==> src/sv/mie_pkg.sv <==
// ----------------------------------------------------------------------------
// mie_pkg: shared types and codes of the MIPS32 integer execute block.
// Opcode and function codes, controller states and command/status structs.
// ----------------------------------------------------------------------------
package mie_pkg;

  localparam logic [5:0] OP_SPECIAL = 6'd0;
  localparam logic [5:0] OP_REGIMM  = 6'd1;
  localparam logic [5:0] OP_J       = 6'd2;
  localparam logic [5:0] OP_JAL     = 6'd3;
  localparam logic [5:0] OP_BEQ     = 6'd4;
  localparam logic [5:0] OP_BNE     = 6'd5;
  localparam logic [5:0] OP_BLEZ    = 6'd6;
  localparam logic [5:0] OP_BGTZ    = 6'd7;
  localparam logic [5:0] OP_ADDI    = 6'd8;
  localparam logic [5:0] OP_ADDIU   = 6'd9;
  localparam logic [5:0] OP_SLTI    = 6'd10;
  localparam logic [5:0] OP_SLTIU   = 6'd11;
  localparam logic [5:0] OP_ANDI    = 6'd12;
  localparam logic [5:0] OP_ORI     = 6'd13;
  localparam logic [5:0] OP_XORI    = 6'd14;
  localparam logic [5:0] OP_LUI     = 6'd15;

  localparam logic [5:0] FN_SLL     = 6'd0;
  localparam logic [5:0] FN_SRL     = 6'd2;
  localparam logic [5:0] FN_SRA     = 6'd3;
  localparam logic [5:0] FN_SLLV    = 6'd4;
  localparam logic [5:0] FN_SRLV    = 6'd6;
  localparam logic [5:0] FN_SRAV    = 6'd7;
  localparam logic [5:0] FN_JR      = 6'd8;
  localparam logic [5:0] FN_JALR    = 6'd9;
  localparam logic [5:0] FN_SYSCALL = 6'd12;
  localparam logic [5:0] FN_MFHI    = 6'd16;
  localparam logic [5:0] FN_MTHI    = 6'd17;
  localparam logic [5:0] FN_MFLO    = 6'd18;
  localparam logic [5:0] FN_MTLO    = 6'd19;
  localparam logic [5:0] FN_MULT    = 6'd24;
  localparam logic [5:0] FN_MULTU   = 6'd25;
  localparam logic [5:0] FN_DIV     = 6'd26;
  localparam logic [5:0] FN_DIVU    = 6'd27;
  localparam logic [5:0] FN_ADD     = 6'd32;
  localparam logic [5:0] FN_ADDU    = 6'd33;
  localparam logic [5:0] FN_SUB     = 6'd34;
  localparam logic [5:0] FN_SUBU    = 6'd35;
  localparam logic [5:0] FN_AND     = 6'd36;
  localparam logic [5:0] FN_OR      = 6'd37;
  localparam logic [5:0] FN_XOR     = 6'd38;
  localparam logic [5:0] FN_NOR     = 6'd39;
  localparam logic [5:0] FN_SLT     = 6'd42;
  localparam logic [5:0] FN_SLTU    = 6'd43;

  localparam logic [4:0] RT_BLTZ    = 5'd0;
  localparam logic [4:0] RT_BGEZ    = 5'd1;
  localparam logic [4:0] RT_BLTZAL  = 5'd16;
  localparam logic [4:0] RT_BGEZAL  = 5'd17;

  localparam logic [4:0] LINK_REG   = 5'd31;
  localparam int         DIV_STEPS  = 32;

  typedef enum logic [2:0] {
    ST_IDLE, ST_MUL, ST_DIV, ST_FIX, ST_OUT
  } state_t;

  // Commands from the controller to the datapath.
  typedef struct packed {
    logic load;      // capture the input item and decode it
    logic mul_lo;    // first multiply pass: low partial products
    logic mul_hi;    // second multiply pass
    logic div_step;  // one restoring divide step
    logic div_fix;   // sign correction and HI/LO update
    logic out_load;  // present the result register
  } cmd_t;

  // Status from the datapath to the controller.
  typedef struct packed {
    logic is_mul;
    logic is_div;
    logic div_last;
  } sts_t;

endpackage

==> src/sv/mie_ctrl.sv <==
// ----------------------------------------------------------------------------
// mie_ctrl: controller of the MIPS32 integer execute block.
// Sequences input capture, multiply passes, divide steps and output.
// ----------------------------------------------------------------------------
module mie_ctrl (
  input  logic          clk,
  input  logic          rst_n,
  input  logic          in_tvalid,
  output logic          in_tready,
  output logic          out_tvalid,
  input  logic          out_tready,
  input  mie_pkg::sts_t sts,
  output mie_pkg::cmd_t cmd
);
  import mie_pkg::*;

  state_t state_r, state_nxt;
  logic   mul_pass_r, mul_pass_nxt;
  logic   out_valid_r, out_valid_nxt;
  logic   fin;

  // An item finishes in the cycle its last step runs.
  assign fin = (state_r == ST_IDLE && in_tvalid && !sts.is_mul && !sts.is_div)
             || (state_r == ST_MUL && mul_pass_r) || (state_r == ST_FIX);

  // Next state.
  always_comb begin
    state_nxt    = state_r;
    mul_pass_nxt = mul_pass_r;
    case (state_r)
      ST_IDLE: begin
        if (in_tready && in_tvalid) begin
          if (sts.is_mul) begin
            state_nxt    = ST_MUL;
            mul_pass_nxt = 1'b0;
          end else if (sts.is_div) begin
            state_nxt = ST_DIV;
          end
        end
      end
      ST_MUL: begin
        mul_pass_nxt = 1'b1;
        if (mul_pass_r) state_nxt = ST_IDLE;
      end
      ST_DIV: if (sts.div_last) state_nxt = ST_FIX;
      ST_FIX:  state_nxt = ST_IDLE;
      default: state_nxt = ST_IDLE;
    endcase
  end

  // Outputs and the result valid flag.
  always_comb begin
    cmd           = '0;
    in_tready     = (state_r == ST_IDLE) && (!out_valid_r || out_tready);
    cmd.load      = in_tready && in_tvalid;
    cmd.mul_lo    = (state_r == ST_MUL) && !mul_pass_r;
    cmd.mul_hi    = (state_r == ST_MUL) && mul_pass_r;
    cmd.div_step  = (state_r == ST_DIV);
    cmd.div_fix   = (state_r == ST_FIX);
    cmd.out_load  = cmd.load;
    out_valid_nxt = out_valid_r;
    if (out_valid_r && out_tready) out_valid_nxt = 1'b0;
    if (fin && (state_r != ST_IDLE || cmd.load)) out_valid_nxt = 1'b1;
  end

  assign out_tvalid = out_valid_r;

  always_ff @(posedge clk) begin
    if (!rst_n) begin
      state_r     <= ST_IDLE;
      mul_pass_r  <= 1'b0;
      out_valid_r <= 1'b0;
    end else begin
      state_r     <= state_nxt;
      mul_pass_r  <= mul_pass_nxt;
      out_valid_r <= out_valid_nxt;
    end
  end

`ifndef SYNTH
  // No item is taken while a multiply or divide is in flight.
  a_busy_no_accept: assert property (@(posedge clk) disable iff (!rst_n)
    (state_r != ST_IDLE) |-> !in_tready)
    else $error("input taken while busy");
  // A pending result is held until taken.
  a_out_hold: assert property (@(posedge clk) disable iff (!rst_n)
    (out_tvalid && !out_tready) |=> out_tvalid)
    else $error("result dropped");
  // The fix step always follows the last divide step.
  a_div_fix: assert property (@(posedge clk) disable iff (!rst_n)
    (state_r == ST_DIV && sts.div_last) |=> (state_r == ST_FIX))
    else $error("divide fix skipped");
`endif

endmodule

==> src/sv/mie_dp.sv <==
// ----------------------------------------------------------------------------
// mie_dp: datapath of the MIPS32 integer execute block.
// Decode, ALU, branch unit, HI/LO, a two-pass multiplier and a divider.
// ----------------------------------------------------------------------------
module mie_dp (
  input  logic          clk,
  input  logic          rst_n,
  input  logic [31:0]   instruction,
  input  logic [31:0]   rs_value,
  input  logic [31:0]   rt_value,
  input  logic [31:0]   pc,
  input  mie_pkg::cmd_t cmd,
  output mie_pkg::sts_t sts,
  output logic [79:0]   result
);
  import mie_pkg::*;

  logic [5:0]  op, fn;
  logic [4:0]  rt, rd, sa, shamt;
  logic [15:0] imm;
  logic [31:0] simm, pc4, btgt, link, jtgt, val, tgt;
  logic [4:0]  dst;
  logic        wr, br, sys, unk, neg;
  logic        is_mul, is_div, div_last;
  logic        hi_we, lo_we;
  logic [31:0] hi_new, lo_new, shl, shr, sar;

  logic [31:0] hi_r, lo_r;
  logic [31:0] ma_r, mb_r;
  logic        msign_r, qneg_r, rneg_r, divz_r;
  logic [31:0] dvd_r, dvsr_r, a_r, rem_r, quo_r;
  logic [5:0]  cnt_r;
  logic [63:0] acc_r;
  logic [31:0] pp_ll, pp_lh, pp_hl, pp_hh;
  logic [63:0] prod;
  logic [32:0] trial;
  logic [31:0] rem_sh;
  logic [79:0] res_r;

  assign op    = instruction[31:26];
  assign rt    = instruction[20:16];
  assign rd    = instruction[15:11];
  assign sa    = instruction[10:6];
  assign fn    = instruction[5:0];
  assign imm   = instruction[15:0];
  assign simm  = {{16{imm[15]}}, imm};
  assign pc4   = pc + 32'd4;
  assign btgt  = pc4 + {simm[29:0], 2'b00};
  assign link  = pc + 32'd8;
  assign jtgt  = {btgt[31:28] & 4'h0 | (pc[31:28] + {3'b000, &pc[27:2]}),
                  instruction[25:0], 2'b00};
  assign neg   = rs_value[31];
  assign shamt = (fn == FN_SLLV || fn == FN_SRLV || fn == FN_SRAV) ? rs_value[4:0] : sa;
  assign shl   = rt_value << shamt;
  assign shr   = rt_value >> shamt;
  assign sar   = $unsigned($signed(rt_value) >>> shamt);

  // Decode and combinational execution.
  always_comb begin
    wr = 1'b0; br = 1'b0; sys = 1'b0; unk = 1'b0;
    dst = '0; val = '0; tgt = '0;
    hi_we = 1'b0; lo_we = 1'b0; hi_new = rs_value; lo_new = rs_value;
    is_mul = 1'b0; is_div = 1'b0;
    case (op)
      OP_SPECIAL: begin
        dst = rd; wr = 1'b1;
        case (fn)
          FN_ADD, FN_ADDU: val = rs_value + rt_value;
          FN_SUB, FN_SUBU: val = rs_value - rt_value;
          FN_AND:  val = rs_value & rt_value;
          FN_OR:   val = rs_value | rt_value;
          FN_XOR:  val = rs_value ^ rt_value;
          FN_NOR:  val = ~(rs_value | rt_value);
          FN_SLT:  val = {31'd0, $signed(rs_value) < $signed(rt_value)};
          FN_SLTU: val = {31'd0, rs_value < rt_value};
          FN_SLL, FN_SLLV: val = shl;
          FN_SRL, FN_SRLV: val = shr;
          FN_SRA, FN_SRAV: val = sar;
          FN_MFHI: val = hi_r;
          FN_MFLO: val = lo_r;
          FN_JALR: begin val = link; br = 1'b1; tgt = rs_value; end
          FN_JR:   begin wr = 1'b0; br = 1'b1; tgt = rs_value; end
          FN_SYSCALL: begin wr = 1'b0; sys = 1'b1; end
          FN_MTHI: begin wr = 1'b0; hi_we = 1'b1; end
          FN_MTLO: begin wr = 1'b0; lo_we = 1'b1; end
          FN_MULT, FN_MULTU: begin wr = 1'b0; is_mul = 1'b1; end
          FN_DIV, FN_DIVU:   begin wr = 1'b0; is_div = 1'b1; end
          default: begin wr = 1'b0; unk = 1'b1; end
        endcase
      end
      OP_ADDI, OP_ADDIU: begin dst = rt; wr = 1'b1; val = rs_value + simm; end
      OP_SLTI:  begin dst = rt; wr = 1'b1;
                  val = {31'd0, $signed(rs_value) < $signed(simm)}; end
      OP_SLTIU: begin dst = rt; wr = 1'b1; val = {31'd0, rs_value < simm}; end
      OP_ANDI:  begin dst = rt; wr = 1'b1; val = rs_value & {16'd0, imm}; end
      OP_ORI:   begin dst = rt; wr = 1'b1; val = rs_value | {16'd0, imm}; end
      OP_XORI:  begin dst = rt; wr = 1'b1; val = rs_value ^ {16'd0, imm}; end
      OP_LUI:   begin dst = rt; wr = 1'b1; val = {imm, 16'd0}; end
      OP_REGIMM: begin
        case (rt)
          RT_BLTZ:   br = neg;
          RT_BGEZ:   br = !neg;
          RT_BLTZAL: begin br = neg;  wr = 1'b1; dst = LINK_REG; val = link; end
          RT_BGEZAL: begin br = !neg; wr = 1'b1; dst = LINK_REG; val = link; end
          default:   unk = 1'b1;
        endcase
        if (br) tgt = btgt;
      end
      OP_BEQ:  begin br = (rs_value == rt_value); if (br) tgt = btgt; end
      OP_BNE:  begin br = (rs_value != rt_value); if (br) tgt = btgt; end
      OP_BLEZ: begin br = (rs_value == 32'd0) || neg; if (br) tgt = btgt; end
      OP_BGTZ: begin br = (rs_value != 32'd0) && !neg; if (br) tgt = btgt; end
      OP_J:    begin br = 1'b1; tgt = {pc4[31:28], instruction[25:0], 2'b00}; end
      OP_JAL:  begin br = 1'b1; tgt = {pc4[31:28], instruction[25:0], 2'b00};
                 wr = 1'b1; dst = LINK_REG; val = link; end
      default: unk = 1'b1;
    endcase
    if (!wr || dst == 5'd0) begin wr = 1'b0; dst = '0; val = '0; end
  end

  // Multiplier: 16x16 partial products over two passes on magnitudes.
  assign pp_ll = ma_r[15:0]  * mb_r[15:0];
  assign pp_lh = ma_r[15:0]  * mb_r[31:16];
  assign pp_hl = ma_r[31:16] * mb_r[15:0];
  assign pp_hh = ma_r[31:16] * mb_r[31:16];
  assign prod  = acc_r + {pp_hh, 32'd0};

  // Restoring divider step on magnitudes.
  assign rem_sh   = {rem_r[30:0], dvd_r[31]};
  assign trial    = {rem_r, dvd_r[31]} - {1'b0, dvsr_r};
  assign div_last = (cnt_r == 6'(DIV_STEPS - 1));

  // Status toward the controller.
  assign sts = {is_mul, is_div, div_last};

  always_ff @(posedge clk) begin
    if (!rst_n) begin
      hi_r <= '0;
      lo_r <= '0;
    end else begin
      if (cmd.load && hi_we) hi_r <= hi_new;
      if (cmd.load && lo_we) lo_r <= lo_new;
      if (cmd.mul_hi) begin
        hi_r <= msign_r ? ~prod[63:32] + {31'd0, prod[31:0] == 32'd0} : prod[63:32];
        lo_r <= msign_r ? ~prod[31:0] + 32'd1 : prod[31:0];
      end
      if (cmd.div_fix) begin
        if (divz_r) begin
          lo_r <= '1;
          hi_r <= a_r;
        end else begin
          lo_r <= qneg_r ? 32'd0 - quo_r : quo_r;
          hi_r <= rneg_r ? 32'd0 - rem_r : rem_r;
        end
      end
    end
  end

  // Operand capture and iteration registers.
  always_ff @(posedge clk) begin
    if (cmd.load) begin
      msign_r <= (fn == FN_MULT) && (rs_value[31] ^ rt_value[31]);
      qneg_r  <= (fn == FN_DIV) && (rs_value[31] ^ rt_value[31]);
      rneg_r  <= (fn == FN_DIV) && rs_value[31];
      divz_r  <= (rt_value == 32'd0);
      a_r     <= rs_value;
      ma_r    <= (fn == FN_MULT && rs_value[31]) ? 32'd0 - rs_value : rs_value;
      mb_r    <= (fn == FN_MULT && rt_value[31]) ? 32'd0 - rt_value : rt_value;
      dvd_r   <= (fn == FN_DIV && rs_value[31]) ? 32'd0 - rs_value : rs_value;
      dvsr_r  <= (fn == FN_DIV && rt_value[31]) ? 32'd0 - rt_value : rt_value;
      rem_r   <= '0;
      quo_r   <= '0;
      cnt_r   <= '0;
      res_r   <= {7'd0, unk, sys, tgt, br, val, dst, wr};
    end
    if (cmd.mul_lo) acc_r <= {32'd0, pp_ll} + {16'd0, pp_lh, 16'd0} + {16'd0, pp_hl, 16'd0};
    if (cmd.div_step) begin
      cnt_r <= cnt_r + 6'd1;
      dvd_r <= {dvd_r[30:0], 1'b0};
      if (!trial[32]) begin
        rem_r <= trial[31:0];
        quo_r <= {quo_r[30:0], 1'b1};
      end else begin
        rem_r <= rem_sh;
        quo_r <= {quo_r[30:0], 1'b0};
      end
    end
  end

  assign result = res_r;

  // jtgt is an equivalent form kept only as a cross-check.
`ifndef SYNTH
  a_jtgt: assert property (@(posedge clk) disable iff (!rst_n)
    cmd.load |-> (jtgt[31:28] == pc4[31:28]))
    else $error("jump region mismatch");
  a_nowr_zero: assert property (@(posedge clk) disable iff (!rst_n)
    cmd.load |=> (res_r[0] || (res_r[5:1] == 5'd0 && res_r[37:6] == 32'd0)))
    else $error("write fields not cleared");
  a_mul_div_excl: assert property (@(posedge clk) disable iff (!rst_n)
    !(cmd.div_step && (cmd.mul_lo || cmd.mul_hi)))
    else $error("multiply and divide overlap");
`endif

endmodule

==> src/sv/mips32_integer_execute.sv <==
// ----------------------------------------------------------------------------
// mips32_integer_execute: MIPS32 integer execute stage.
// Top level joining the controller and the datapath.
// ----------------------------------------------------------------------------
// Most instructions may be accepted every cycle while the result register
// drains. MULT and MULTU run the capture and then the two passes of the
// 16x16 partial product multiplier. DIV and DIVU run the capture, the 32
// steps of the one-bit-per-cycle restoring divider and the sign fix. No
// item is accepted while either unit works.
module mips32_integer_execute (
  input  logic         clk,
  input  logic         rst_n,
  input  logic         in_tvalid,
  output logic         in_tready,
  // Fields from bit 0: instruction, rs_value, rt_value, pc.
  input  logic [127:0] in_tdata,
  output logic         out_tvalid,
  input  logic         out_tready,
  // Fields from bit 0: reg_write, dest_reg, write_value, branch_taken,
  // branch_target, is_syscall, is_unknown, zero fill.
  output logic [79:0]  out_tdata
);
  import mie_pkg::*;

  cmd_t cmd;
  sts_t sts;

  mie_ctrl u_ctrl (
    .clk(clk), .rst_n(rst_n), .in_tvalid(in_tvalid), .in_tready(in_tready),
    .out_tvalid(out_tvalid), .out_tready(out_tready), .sts(sts), .cmd(cmd)
  );

  mie_dp u_dp (
    .clk(clk), .rst_n(rst_n),
    .instruction(in_tdata[31:0]), .rs_value(in_tdata[63:32]),
    .rt_value(in_tdata[95:64]), .pc(in_tdata[127:96]),
    .cmd(cmd), .sts(sts), .result(out_tdata)
  );

endmodule
==> config.mk <==
export PLATFORM = sky130hd
export DESIGN_NAME = mips32_integer_execute
export DESIGN_NICKNAME = d
export VERILOG_FILES = /design/src/sv/mie_pkg.sv /design/src/sv/mie_ctrl.sv /design/src/sv/mie_dp.sv /design/src/sv/mips32_integer_execute.sv
export SDC_FILE = /design/constraint.sdc
export NUM_CORES = 2
export LEC_CHECK = 0
export BUFFER_PORTS_ARGS = -buffer_cell sky130_fd_sc_hd__buf_2
export CORE_MARGIN = 1
export CORE_UTILIZATION = 55
export CTS_BUF_LIST = sky130_fd_sc_hd__clkbuf_4 sky130_fd_sc_hd__clkbuf_8
export CTS_CLUSTER_DIAMETER = 150
export DETAILED_ROUTE_END_ITERATION = 10
export HOLD_SLACK_MARGIN = 0.15
export PLACE_DENSITY_LB_ADDON = 0.12
export SLEW_MARGIN = 25
export SYNTH_ARGS = -nofsm -noshare
export SYNTH_HDL_FRONTEND = slang
export SYNTH_HIERARCHICAL = 1
export SYNTH_SLANG_ARGS = --single-unit
==> constraint.sdc <==
create_clock -name clk -period 11.7 [get_ports clk]
set_input_delay 1.755 -clock clk [delete_from_list [all_inputs] [get_ports clk]]
set_output_delay 1.755 -clock clk [all_outputs]
set_load 0.03 [all_outputs]
* Word-level counts from Yosys, hierarchy flattened
Index checks and enable logic that the tools add are counted.
Storage, ports and cells: register bits after elaboration 440, output and inout port bits 82, input bits 132, logic and storage cells 251
Operators by class: bitwise gates (word level) 10, $lt $le $gt $ge 4, add/subtract/negate cells 17, multiplexer cells 68, equal/unequal tests 55, reductions and logical operators 68, shifts and indexed selects 3, multipliers 4
Operators with widths (count):
- $mux 32 | 29
- $pmux 32 s14 | 1
- $pmux 32 s10 | 1
- $pmux 32 s7 | 1
- $mul 16x16->32 | 4
- $sub 1x32->32 const A | 4
- $add 32x32->32 | 3
- $logic_not 32->1 | 3
- $lt 32x32->1 | 3
- $not 32->32 | 3
- $eq 6x4->1 const B | 11
- $add 64x48->64 | 1
- $add 64x64->64 | 1
- $eq 6x6->1 const B | 10
- $eq 6x5->1 const B | 9
- $add 32x48->49 | 1
- $eq 6x3->1 const B | 7
- $sub 33x32->33 | 1
- $add 32x1->32 | 1
- $add 32x1->32 const B | 1
- $add 32x3->32 const B | 1
- $add 32x4->32 const B | 1
- $and 32x16->32 | 1
- $and 32x32->32 | 1
- other kinds (48) | 130

* Depth between registers and ports, before layout
depth after elaboration 11, gate-level depth with buffers 42, gate-level depth less buffers 41

* Cells and area by module
Netlist, hierarchy kept.
By module, submodules not included:
- mie_dp | sequential area each 11931.4 sq um, area each 75825.2 sq um, cells an instance 9006, instances 1
- mie_ctrl | sequential area each 80.1 sq um, area each 259.0 sq um, cells an instance 29, instances 1

* Least setup slack after synthesis
OpenSTA, ideal clock, no wires.
path kind register to register, from register u_dp.mb_r[17], to register u_dp.acc_r[46] (data pin), library setup time 0.260 ns, data required time 11.440 ns, slack 2.531 ns, cell stages (with the launch flop) 38, clock period less this slack 9.169 ns, data arrival time 8.909 ns, buffers on the path 1, cell sequence edfxtp_1 > clkbuf_1 > nand2_1 > fa_1 > fa_1 > fa_1 > fa_1 > inv_1 > fa_1 > inv_1 > fa_1 > inv_1 > ha_1 > a21o_1 > a21o_1 > a21oi_1 > o21bai_1 > a41o_1 > [2 not listed] > ha_1 > ha_1 > fa_1 > inv_1 > fa_1 > inv_1 > ha_1 > nand3_1 > nor2_1 > nand3_1 > a211oi_1 > o21ai_0 > a31oi_1 > o21ai_0 > o21ba_2 > o21bai_1 > a21oi_1 > xnor2_1
Between the ends: word-level cells in the longest chain between the ends 3
RTL lines:
- start, declared | RTL line mie_dp.sv:29 | logic [31:0] ma_r, mb_r;
- start signal, assigned | RTL line mie_dp.sv:168 | mb_r <= (fn == FN_MULT && rt_value[31]) ? 32'd0 - rt_value : rt_value;
- $mul 16x16->32 | RTL line mie_dp.sv:123 | assign pp_lh = ma_r[15:0] * mb_r[31:16];
- $add 32x48->49 | RTL line mie_dp.sv:176 | if (cmd.mul_lo) acc_r <= {32'd0, pp_ll} + {16'd0, pp_lh, 16'd0} + {16'd0, pp_hl, 16'd0};
- $add 64x48->64 | RTL line mie_dp.sv:176
- end signal, assigned | RTL line mie_dp.sv:176
- end, declared | RTL line mie_dp.sv:33 | logic [63:0] acc_r;
No other way between the ends. A chain may end at the register's enable or synchronous reset.

* Worst setup path after layout
from register u_dp.mb_r[5], to register u_dp.acc_r[46] (data pin)
Between the ends: word-level cells in the longest chain between the ends 3, elaborated cells on any way between the ends 4, classes of those cells add/sub: 2; mul: 2
RTL lines:
- $mul 16x16->32 | RTL line mie_dp.sv:122 | assign pp_ll = ma_r[15:0] * mb_r[15:0];
- $add 32x48->49 | RTL line mie_dp.sv:176
- $add 64x48->64 (*) | RTL line mie_dp.sv:176
Mark *: on every way between the ends. The rest lies on a longest branch, timed or not.

==> results.py <==
metrics = {
    "clock_tree": {
        "cts_resized": 0,
        "cts_root_buf": "clkbuf_8",
        "post_cts_buffers": 0,
        "clkTransAtPathRegs_ns": 0.06,
        "cts_buffers": 83,
        "cts_max_level": 3,
        "clock-sinks": 423,
        "cts_tree": "yes",
        "ctsHoldBuffers": 0,
        "clock_latency_ns": 0.87,
        "cts_buffer_depth": 3,
    },
    "run": {
        "max_cap_violations": 0,
    },
    "sta": {
        "finalSetupViolCount": 0,
        "slew_violations": 0,
        "fmax_mhz": 93.79,
        "grt_setup_unrepaired": "false",
        "relSlewSlack": 0.2218,
        "finalClockSkew_ns": 0.1108,
        "hold_viol": 0,
        "post-route-min-period_ns": 10.66,
        "finalSetupTns_ns": 0,
        "tightest_slew_ns": 1.163,
        "post-route-period-util": 0.9113,
    },
    "final_layout": {
        "fill_cells": 12510,
        "final_cell_mix": "1230 x inv_1, 1060 x nand2_1, 815 x fa_1, 793 x ha_1, 523 x and2_1",
        "areaGrowthSynthToFinish_pct": 6.221,
        "drive_gt1_frac": 0.07362,
        "ff_latch_area_sq_mm": 0.01201,
        "layout_commonest_cell": "inv_1",
        "fin_nets": 10720,
        "multi_input_area_sq_mm": 0.05773,
    },
    "route": {
        "first_pass_iters": 10,
        "drtIter0Drc": 8206,
        "via_per_inst": 6.331,
        "antenna_left": 0,
        "drc": 0,
        "vias": 68720,
        "wl_per_cell_um": 27.92,
        "routed_wl_um": 303000,
    },
    "synth": {
        "synth_area_sq_mm": 0.07608,
        "synthesis.instances": 9035,
        "synth_edf_count": 354,
        "yosys-top-cells-area": "fa_1 21%, edfxtp_1 14%, ha_1 13%",
        "synth_top_area_frac": 0.2144,
        "async_flop_share": 0,
        "synth_warnings": 6,
        "yosysSeqAreaShare": 0.1579,
        "yosys_most_used_dff": "edfxtp_1",
        "synth.distinct_cells": 108,
        "synth_top_area_cell": "fa_1",
        "synth_area_per_cell_sq_um": 8.421,
        "ys_seq_elements": 423,
    },
    "hold_path": {
        "hold_class": "flip-flop to flip-flop",
    },
    "critical_path": {
        "cp.required_ns": 12.24,
        "critPathMaxStageDelay_ns": 0.71,
        "worst_path_max_delay_cell": "edfxtp_1",
        "critPathMostFrequentCell": "fa_1",
        "crit_arrival_ns": 11.21,
        "path_max_fanout": 17,
        "worstSetupEndpointType": "flip-flop",
        "critPathLaunchType": "flip-flop",
        "path_class": "flip-flop to flip-flop",
    },
    "grt": {
        "use_met2": 0.6647,
        "grt_overflow_total": 0,
        "grtUsageMet3": 0.09544,
        "grt_pass1_vias": 67940,
        "grt_max_degree": 91,
        "antenna_found_initial": 21,
        "use_met1": 0.5340,
        "busiest_layer": "met2",
        "grt_usage": 0.4304,
        "grt_pass1_wl_um": 447200,
    },
    "place": {
        "port_buffers": 206,
        "dp_hpwl_um": 236600,
        "gp_congestion": 1.074,
    },
    "floorplanning": {
        "dieWidth_um": 373.9,
        "io_pins": 214,
        "initial_core_util": 0.5541,
        "rows": 136,
        "fp.dieH_um": 373.9,
        "dieArea_sq_mm": 0.1398,
        "core-area_sq_mm": 0.1373,
    },
    "run_status": {
        "status": "complete, no violations",
    },
}
==> cells by family (layout without fill, tap and decap cells) <==
logic type | after synthesis | count (layout) | synth area share
other cells | 1 | 21 | 0.00004929
compound gates | 1851 | 1851 | 0.1574
mux | 101 | 101 | 0.01450
flops | 423 | 423 | 0.1579
xor+xnor | 547 | 547 | 0.06297
simple gates | 2754 | 2754 | 0.1749
buf+inv | 1750 | 1756 | 0.08754
fa+ha+maj | 1608 | 1608 | 0.3449
==> cell usage after synthesis, drive strengths merged (39+ instances only) <==
master,count
nor2,449
a221oi,39
buf,55
nor3,144
a22oi,75
o211ai,56
and3,58
o31ai,64
edfxtp,354
ha,793
nand3,156
nor2b,72
mux2i,85
a21o,119
inv,1233
xor2,150
nand2b,56
a21oi,522
dfxtp,69
o21ai,436
nand4,49
or3,52
xnor2,397
nand2,1062
o21a,43
and2,527
fa,815
clkbuf,460
o21bai,56
a31oi,60
a211oi,80
==> path summary, 6_finish.rpt <==
check                                 start                   endpoint  slack, ns  cells after the start
setup / recovery     u_dp/mb_r[5]$_DFFE_PP_   u_dp/acc_r[46]$_DFFE_PP_       1.04                     38
hold / removal    u_dp/lo_r[2]$_SDFFE_PN0P_  u_dp/lo_r[2]$_SDFFE_PN0P_       0.46                      2
setup reg to reg     u_dp/mb_r[5]$_DFFE_PP_   u_dp/acc_r[46]$_DFFE_PP_       1.04                     38
hold reg to reg   u_dp/lo_r[2]$_SDFFE_PN0P_  u_dp/lo_r[2]$_SDFFE_PN0P_       0.46                      2
==> metal layers <==
layer | vias up | wire length (um)
met3 | 972 | 30500
met5 | - | 80
li1 | 30120 | -
met1 | 33640 | 113500
met4 | 10 | 24960
met2 | 3983 | 134000
==> critical path, delay by kind of cell, from the launching register on <==
family | cells | cell delay (ns)
flip-flops | 1 | 0.71
buffers and inverters | 7 | 0.60
adder cells (fa/ha/maj) | 13 | 5.48
AND/OR/NAND/NOR | 6 | 1.13
XOR/XNOR | 2 | 0.34
AO/OA/AOI/OAI | 10 | 2.12
==> state kept, by name, indices dropped and copies added, names as in the netlist, 6 cells and up <==
name         flops
u_dp/rem_r      32
u_dp/dvd_r      32
u_dp/dvsr_r     31
u_dp/result     73
u_dp/acc_r      50
u_dp/quo_r      32
u_dp/a_r        31
u_dp/lo_r       32
u_dp/cnt_r       6
u_dp/mb_r       32
u_dp/ma_r       32
u_dp/hi_r       32
==> stage by stage <==
stage               setup slack, ns  hold WS, ns  utilization  cells  cell area [sq um]
global placement              1.124       0.4381       0.5737  10680              78780
floorplan                     2.531       0.4313            -   9041              76110
global route                 0.6029       0.4875       0.5883  10840              80790
detailed placement            1.215       0.4475       0.5740  10690              78820
CTS                           1.171       0.4563       0.5876  10840              80690
finish                        1.038       0.4559       0.5885  10860              80820
==> area by class of cell <==
class / instances / share of cell area
clock buffer: 110 / 0.01742
inverter: 1235 / 0.05745
tap: 1794 / 0.02777
multi-input combinational: 6868 / 0.7143
clock inverter: 44 / 0.005790
timing repair buffer: 367 / 0.02821
sequential: 423 / 0.1486
antenna: 14 / 0.0004335
Power is not shown: default switching activity piles up to over one toggle a cycle in this logic, so the estimate is an artifact.
